## src/rtl/core/dhad_pkg.sv

```systemverilog
// Shared types and constants for the detection head anchor decode block.
package dhad_pkg;

  // Limits on the per-anchor item counts
  localparam int unsigned MaxClasses = 128;
  localparam int unsigned MaxCoeffs  = 32;

  // Field widths
  localparam int unsigned OpW     = 2;
  localparam int unsigned CoordW  = 15;
  localparam int unsigned ScoreW  = 16;
  localparam int unsigned CoeffW  = 16;
  localparam int unsigned CornerW = 18;
  localparam int unsigned ClassW  = 8;
  localparam int unsigned CcntW   = 6;
  localparam int unsigned CidxW   = 5;

  // Stream and config port widths
  localparam int unsigned InDataW  = 96;
  localparam int unsigned OutDataW = 120;
  localparam int unsigned CfgIdxW  = 2;
  localparam int unsigned CfgDataW = 16;

  // Register reset values
  localparam logic [ScoreW-1:0] ThresholdRst  = 16'd16384;
  localparam logic [ClassW-1:0] ClassCountRst = 8'd80;
  localparam logic [CcntW-1:0]  CoeffCountRst = 6'd32;

  typedef enum logic [OpW-1:0] {
    OP_BOX   = 2'd0,
    OP_SCORE = 2'd1,
    OP_COEFF = 2'd2
  } op_e;

  typedef enum logic {
    KIND_BOX   = 1'b0,
    KIND_COEFF = 1'b1
  } kind_e;

  typedef enum logic [CfgIdxW-1:0] {
    CFG_THRESHOLD   = 2'd0,
    CFG_CLASS_COUNT = 2'd1,
    CFG_COEFF_COUNT = 2'd2
  } cfg_idx_e;

endpackage

```

## src/rtl/core/detection_head_anchor_decode.sv

```systemverilog
// Anchor decode of a detection head: running class max, threshold, box corners, coefficients.
//
//  Channel   Direction  Payload                                         Handshake
//  s_axis    in         tuser: op; tdata: box, score, coefficient       tvalid/tready
//  m_axis    out        tuser: kind; tdata: corners, score, class, coef  tvalid/tready, tlast
//  cfg       in         cfg_index_i, cfg_data_i                          cfg_valid_i/cfg_ready_o
//
// One item per cycle while the output is not stalled: an accepted item waits in the input
// register while the running max, compare and corner adders settle, then moves on to the
// output register. Reset clears the anchor state and loads register defaults. A stalled
// output register holds the input register, which then holds the input side; both move
// again in the cycle m_axis_tready_i returns.
module detection_head_anchor_decode (
  input  logic                         clk_i,
  input  logic                         rst_ni,
  // input stream
  input  logic                         s_axis_tvalid_i,
  output logic                         s_axis_tready_o,
  // tdata, low to high: center_x, center_y, box_width, box_height, score_value,
  // coeff_value, zero fill
  input  logic [dhad_pkg::InDataW-1:0] s_axis_tdata_i,
  // tuser: op
  input  logic [dhad_pkg::OpW-1:0]     s_axis_tuser_i,
  // result stream
  output logic                         m_axis_tvalid_o,
  input  logic                         m_axis_tready_i,
  // tdata, low to high: left, top, right, bottom, best_score, best_class, coeff_out,
  // coeff_index, zero fill
  output logic [dhad_pkg::OutDataW-1:0] m_axis_tdata_o,
  // tuser: kind
  output logic                         m_axis_tuser_o,
  output logic                         m_axis_tlast_o,
  // configuration writes
  input  logic                         cfg_valid_i,
  output logic                         cfg_ready_o,
  input  logic [dhad_pkg::CfgIdxW-1:0] cfg_index_i,
  input  logic [dhad_pkg::CfgDataW-1:0] cfg_data_i
);
  import dhad_pkg::*;

  // configuration registers
  logic [ScoreW-1:0] thresh_q;
  logic [ClassW-1:0] class_count_q;
  logic [CcntW-1:0]  coeff_count_q;

  // input register
  logic                in_valid_q;
  op_e                 op_q;
  logic [CoordW-1:0]   cx_q, cy_q, w_q, h_q;
  logic [ScoreW-1:0]   score_q;
  logic [CoeffW-1:0]   coeff_q;

  // anchor state
  logic [ScoreW-1:0]  run_max_q, run_max_d;
  logic [ClassW-1:0]  run_class_q, run_class_d;
  logic [ClassW-1:0]  class_cnt_q, class_cnt_d;
  logic [CcntW-1:0]   coeff_cnt_q, coeff_cnt_d;
  logic               keep_q, keep_d;
  logic [CornerW-1:0] box_q [4];
  logic [CornerW-1:0] box_d [4];

  // output register
  logic               out_valid_q;
  kind_e              kind_q, kind_d;
  logic [CornerW-1:0] res_box_q [4];
  logic [CornerW-1:0] res_box_d [4];
  logic [ScoreW-1:0]  res_score_q, res_score_d;
  logic [ClassW-1:0]  res_class_q, res_class_d;
  logic [CoeffW-1:0]  res_coeff_q, res_coeff_d;
  logic [CidxW-1:0]   res_cidx_q, res_cidx_d;
  logic               res_last_q, res_last_d;
  logic               emit;

  logic               in_xfer, advance;
  logic [ClassW-1:0]  eff_cls, cls_inc;
  logic [CcntW-1:0]   eff_cof, cof_inc;
  logic [CornerW-1:0] cx2, cy2, wz, hz;
  logic [ScoreW-1:0]  new_max;
  logic [ClassW-1:0]  new_class;

  assign cfg_ready_o     = 1'b1;
  assign advance         = in_valid_q && (!out_valid_q || m_axis_tready_i);
  assign s_axis_tready_o = !in_valid_q || advance;
  assign in_xfer         = s_axis_tvalid_i && s_axis_tready_o;

  assign eff_cls = (class_count_q > ClassW'(MaxClasses)) ? ClassW'(MaxClasses) : class_count_q;
  assign eff_cof = (coeff_count_q > CcntW'(MaxCoeffs)) ? CcntW'(MaxCoeffs) : coeff_count_q;
  assign cls_inc = class_cnt_q + 1'b1;
  assign cof_inc = coeff_cnt_q + 1'b1;

  // corners are exact: 2*centre -/+ size in 18 bits
  assign cx2 = {2'b00, cx_q, 1'b0};
  assign cy2 = {2'b00, cy_q, 1'b0};
  assign wz  = {3'b000, w_q};
  assign hz  = {3'b000, h_q};

  assign new_max   = (score_q > run_max_q) ? score_q : run_max_q;
  assign new_class = (score_q > run_max_q) ? class_cnt_q : run_class_q;

  always_comb begin
    run_max_d   = run_max_q;
    run_class_d = run_class_q;
    class_cnt_d = class_cnt_q;
    coeff_cnt_d = coeff_cnt_q;
    keep_d      = keep_q;
    box_d       = box_q;
    emit        = 1'b0;
    kind_d      = KIND_BOX;
    res_box_d   = box_q;
    res_score_d = new_max;
    res_class_d = new_class;
    res_coeff_d = '0;
    res_cidx_d  = '0;
    res_last_d  = 1'b0;
    unique case (op_q)
      OP_BOX: begin
        run_max_d   = '0;
        run_class_d = '1;
        class_cnt_d = '0;
        coeff_cnt_d = '0;
        keep_d      = 1'b0;
        box_d[0]    = cx2 - wz;
        box_d[1]    = cy2 - hz;
        box_d[2]    = cx2 + wz;
        box_d[3]    = cy2 + hz;
      end
      OP_SCORE: begin
        if (class_cnt_q < eff_cls) begin
          run_max_d   = new_max;
          run_class_d = new_class;
          class_cnt_d = cls_inc;
          if (cls_inc == eff_cls && new_max >= thresh_q) begin
            emit = 1'b1;
            if (eff_cof == '0) begin
              res_last_d = 1'b1;
            end else begin
              keep_d      = 1'b1;
              coeff_cnt_d = '0;
            end
          end
        end
      end
      OP_COEFF: begin
        if (keep_q) begin
          if (coeff_cnt_q >= eff_cof) begin
            keep_d = 1'b0;
          end else begin
            emit        = 1'b1;
            kind_d      = KIND_COEFF;
            res_box_d   = '{default: '0};
            res_score_d = '0;
            res_class_d = '0;
            res_coeff_d = coeff_q;
            res_cidx_d  = coeff_cnt_q[CidxW-1:0];
            coeff_cnt_d = cof_inc;
            if (cof_inc == eff_cof) begin
              res_last_d = 1'b1;
              keep_d     = 1'b0;
            end
          end
        end
      end
      default: begin
        // unused op code: drop
      end
    endcase
  end

  // configuration registers
  always_ff @(posedge clk_i or negedge rst_ni) begin
    if (!rst_ni) begin
      thresh_q      <= ThresholdRst;
      class_count_q <= ClassCountRst;
      coeff_count_q <= CoeffCountRst;
    end else if (cfg_valid_i) begin
      unique case (cfg_idx_e'(cfg_index_i))
        CFG_THRESHOLD:   thresh_q      <= cfg_data_i[ScoreW-1:0];
        CFG_CLASS_COUNT: class_count_q <= cfg_data_i[ClassW-1:0];
        CFG_COEFF_COUNT: coeff_count_q <= cfg_data_i[CcntW-1:0];
        default: begin
          // no register at this index
        end
      endcase
    end
  end

  // control: input valid, anchor state, output valid
  always_ff @(posedge clk_i or negedge rst_ni) begin
    if (!rst_ni) begin
      in_valid_q  <= 1'b0;
      out_valid_q <= 1'b0;
      run_max_q   <= '0;
      run_class_q <= '1;
      class_cnt_q <= '0;
      coeff_cnt_q <= '0;
      keep_q      <= 1'b0;
      box_q       <= '{default: '0};
    end else begin
      if (in_xfer) begin
        in_valid_q <= 1'b1;
      end else if (advance) begin
        in_valid_q <= 1'b0;
      end
      if (advance) begin
        out_valid_q <= emit;
        run_max_q   <= run_max_d;
        run_class_q <= run_class_d;
        class_cnt_q <= class_cnt_d;
        coeff_cnt_q <= coeff_cnt_d;
        keep_q      <= keep_d;
        box_q       <= box_d;
      end else if (m_axis_tready_i) begin
        out_valid_q <= 1'b0;
      end
    end
  end

  // payload registers
  always_ff @(posedge clk_i) begin
    if (in_xfer) begin
      op_q    <= op_e'(s_axis_tuser_i);
      cx_q    <= s_axis_tdata_i[14:0];
      cy_q    <= s_axis_tdata_i[29:15];
      w_q     <= s_axis_tdata_i[44:30];
      h_q     <= s_axis_tdata_i[59:45];
      score_q <= s_axis_tdata_i[75:60];
      coeff_q <= s_axis_tdata_i[91:76];
    end
    if (advance && emit) begin
      kind_q      <= kind_d;
      res_box_q   <= res_box_d;
      res_score_q <= res_score_d;
      res_class_q <= res_class_d;
      res_coeff_q <= res_coeff_d;
      res_cidx_q  <= res_cidx_d;
      res_last_q  <= res_last_d;
    end
  end

  assign m_axis_tvalid_o = out_valid_q;
  assign m_axis_tuser_o  = kind_q;
  assign m_axis_tlast_o  = res_last_q;
  assign m_axis_tdata_o  = {3'b000, res_cidx_q, res_coeff_q, res_class_q, res_score_q,
                            res_box_q[3], res_box_q[2], res_box_q[1], res_box_q[0]};

endmodule

```

## config.mk

```make
export PLATFORM = sky130hd
export DESIGN_NAME = detection_head_anchor_decode
export DESIGN_NICKNAME = d
export VERILOG_FILES = /design/src/rtl/core/dhad_pkg.sv /design/src/rtl/core/detection_head_anchor_decode.sv
export SDC_FILE = /design/constraint.sdc
export NUM_CORES = 1
export LEC_CHECK = 0
export ABC_CLOCK_PERIOD_IN_PS = 9250
export BUFFER_PORTS_ARGS = -buffer_cell sky130_fd_sc_hd__buf_2
export CAP_MARGIN = 5
export CORE_ASPECT_RATIO = 1.1
export CORE_UTILIZATION = 40
export CTS_BUF_LIST = sky130_fd_sc_hd__clkbuf_16
export DETAILED_ROUTE_END_ITERATION = 10
export PLACE_DENSITY = 0.7
export SYNTH_ARGS = -nofsm -noshare
export SYNTH_HDL_FRONTEND = slang
export SYNTH_SLANG_ARGS = --single-unit
```

## constraint.sdc

```tcl
create_clock -name clk_i -period 9.25 [get_ports clk_i]
set_input_delay 0.925 -clock clk_i [delete_from_list [all_inputs] [get_ports clk_i]]
set_output_delay 0.925 -clock clk_i [all_outputs]
set_load 0.01 [all_outputs]
```

==> Flow_metrics.wiki <==
{| class="wikitable"
! Metric !! Value
|-
| Run status || finished clean
|-
| Total I/O pin count || 246
|-
| Die span in y || 216 um
|-
| Count of input and output buffers || 235
|-
| Post-CTS setup buffers || 0
|-
| Count of maximum capacitance violations || 0
|-
| Fraction of layout instances using a drive strength above 1 || 21.7%
|-
| Clock transition at the register clock pins on the worst setup and hold paths after CTS || 0.06 ns
|-
| Final design utilization || 47.8%
|-
| Number of nets in the finished design || 1877
|-
| H-tree lvl count || 2
|-
| Combined flip-flop and latch cell area || 9660 um2
|-
| Mean routed wirelength per cell || 16.8 um
|-
| Crit-path max FO || 55
|-
| Largest net degree at the start of global routing || 115
|-
| Post-synth EDFFs || 207
|-
| Relative max-transition margin || 24.0%
|-
| Residual DRC || 0
|-
| Remaining number of nets flagged by the antenna check after routing || 0
|-
| Yosys cell types || 63
|-
| Highest achievable clock rate || 157 MHz
|-
| Async SR Flop Fraction || 39.8%
|-
| Inserted Clock Buffers || 39
|-
| Worst-Skew Late Latency || 0.56 ns
|-
| Post-Route WL || 37.6 mm
|-
| Final setup violation count || 0
|-
| Number of buffers between clock root and the deepest sink || 3
|-
| Wire length of the first global-routing pass || 59.1 mm
|-
| Count of clock tree sinks || 344
|-
| Maximum vdd ir drop || 160 uV
|-
| Wire length the detailed router placed on met1 || 16.3 mm
|-
| Pwr dens || 218 nW/um2
|-
| Leakage power of the design || 8.42 nW
|-
| Crit start category || flip-flop
|-
| Period Utilization, post-route || 69.1%
|-
| Unrepaired setup endpoints after global routing || false
|-
| Met3 layer wire length in the routed design || 2.21 mm
|-
| Standard-cell row count || 78
|-
| Total GRT Usage || 17.7%
|-
| CORE AREA || 41200 um2
|-
| Antenna violations before repair || 4
|-
| Number of register bits inferred by synthesis || 344
|-
| Die outline area || 42500 um2
|-
| Setup clock skew after layout || 0.0251 ns
|-
| TritonCTS clock tree || yes
|-
| Syn avg cell area || 11.8 um2
|-
| Wire length on met2 || 18.3 mm
|-
| Number of iterations in the first detailed-routing pass || 5
|-
| TNS Setup || 0 ns
|-
| Total number of yosys warnings || 0
|-
| Multi-input gate area in the final layout || 6380 um2
|-
| Layout filler cell count || 3756
|-
| Cell at the root of the clock tree || clkbuf_16
|-
| Number of hold violations in the final report || 0
|-
| Average via count per standard cell || 5.02
|-
| Post-Synthesis Cells || 1417
|-
| Number of DRC violations after detailed-routing iteration 0 || 439
|-
| Period minus WS final || 6.39 ns
|-
| CP required || 9.42 ns
|-
| Number of gates resized after cts || 0
|-
| Global route overflow || 0
|-
| Final Max Tran Viols || 0
|-
| Area growth, synth to finish || 18.3%
|-
| Hold-fix buffers, CTS || 0
|-
| Top layer used by detailed routing || met5
|-
| Routability Congestion || 0.879
|-
| Sequential cell area fraction in the yosys report || 58.0%
|-
| Placed wire-length estimate after detailed placement || 26.4 mm
|-
| Category of the worst setup path capture point || flip-flop
|-
| Transition at the pin with the smallest max-transition slack || 1.11 ns
|-
| Type of the worst setup path || flip-flop to flip-flop
|-
| Post-synth design cell area || 16700 um2
|-
| DIE WIDTH || 197 um
|-
| Arrival @ worst endpoint || 6.56 ns
|-
| Initial Util || 40.4%
|-
| Via total after detailed routing || 11200
|-
| Fin Hold WS || 0.383 ns
|-
| Most common flop cell mapped by yosys || edfxtp_1
|-
| Hold WC Path Type || primary input to asynchronous set/reset pin
|-
| Number of global-route vias before repair || 11300
|}
-- synthesized netlist by cell type (all sizes together), types with 17 or more instances --
master	instances	area (um2)
nand3	17	90.1
a21oi	53	265
inv	101	379
xor2	20	175
edfxtp	207	6220
nor2b	77	482
nor2	64	240
and2	37	231
dfrtp	125	3130
nor3	21	105
clkbuf	47	176
xnor2	37	324
mux2	33	372
ha	108	1350
nand2	130	488
o21ai	105	526
a22o	17	149
-- metal layers --
layer  vias to the layer above  track usage [%]
li1                       5434                -
met1                      5453             22.3
met4                         4             4.99
met5                         -                0
met2                       297             30.3
met3                        55             4.19
-- through the flow --
stage	cells	setup slack (ns)	instance area, um2	power, mW
2_1_floorplan	1421	2.26	16700	2.50
3_3_place_gp	2163	3.01	18400	2.69
3_5_place_dp	2163	2.90	18400	2.73
4_1_cts	2235	2.89	19700	4.34
5_1_grt	2237	2.52	19700	4.51
6_report	2238	2.86	19700	4.29
-- cell usage in the layout, fill, tap and decap left out, drive strengths merged, types with 20 or more instances in the layout --
cell type,n
a21oi,53
and2,37
buf,245
clkbuf,39
dfrtp,125
edfxtp,207
ha,108
inv,110
mux2,33
nand2,130
nor2,64
nor2b,77
nor3,21
o21ai,105
xnor2,37
xor2,20
-- final timing paths --
| kind | start | end | slack [ns] | cells after the start |
|---|---|---|---|---|
| max in group asynchronous | rst_ni | box_q[27] | 7.52 | 2 |
| min | rst_ni | coeff_count_q[3] | 0.38 | 1 |
| max reg2reg | score_q[1] | m_axis_tdata_o[43] | 2.86 | 18 |
| max | score_q[1] | m_axis_tdata_o[43] | 2.86 | 18 |
| min reg2reg | box_q[41] | box_q[41] | 0.46 | 2 |
| min in group clk_i | box_q[41] | box_q[41] | 0.46 | 2 |
-- registers in the layout, summed over array words and instances, names as in the netlist, 2 cells and up --
name and flops:
res_cidx_q 5, m_axis_tdata_o 66, op_q 2, run_class_q 8, res_class_q 8, run_max_q 16, coeff_count_q 6, class_cnt_q 8
res_coeff_q 16, cy_q 15, class_count_q 8, box_q 66, res_score_q 16, cx_q 15, coeff_cnt_q 6, score_q 16
h_q 15, w_q 15, coeff_q 16, thresh_q 16
-- report_power, final --
| group | total, mW | internal (mW) | switching [mW] |
|---|---|---|---|
| Combinational | 0.764 | 0.350 | 0.415 |
| Clock | 1.59 | 0.946 | 0.647 |
| Sequential | 1.94 | 1.84 | 0.0993 |
| Total | 4.29 | 3.13 | 1.16 |
-- critical path, stage by stage, from the launching register on --
cell	delay, ns
edfxtp_1	0.42
ha_1	0.33
nor2b_1	0.14
o21a_1	0.16
o21a_1	0.16
o21ai_0	0.20
a21oi_1	0.18
o41ai_4	0.70
buf_4	0.43
mux2_2	0.40
ha_1	0.32
nand4_1	0.10
nor4_1	0.30
a211oi_1	0.12
o21ai_0	0.44
nand4_1	0.26
o21ai_0	0.29
and3_4	0.35
buf_4	0.66
-- final cells by class --
type | instances | area share (%)
flip-flops and latches | 344 | 49.0
multi-input cells | 912 | 32.4
repair buffers | 245 | 6.38
clock buffers | 39 | 4.95
well taps | 560 | 3.56
inverters | 102 | 1.94
clock inverters | 33 | 1.73
diodes | 3 | 0.0381
-- kinds of logic (layout without fill, tap and decap cells) --
logic type      Yosys count  count (layout)  share of synthesized area, %
flops                   344             344                          58.0
simple gates            412             412                          12.4
xor+xnor                 60              60                          3.40
other cells               2               9                        0.0451
buf+inv                 165             419                          4.01
compound gates          278             278                          10.7
fa+ha+maj               112             112                          8.59
mux                      44              44                          2.89
(Power assumes the default switching activity.)
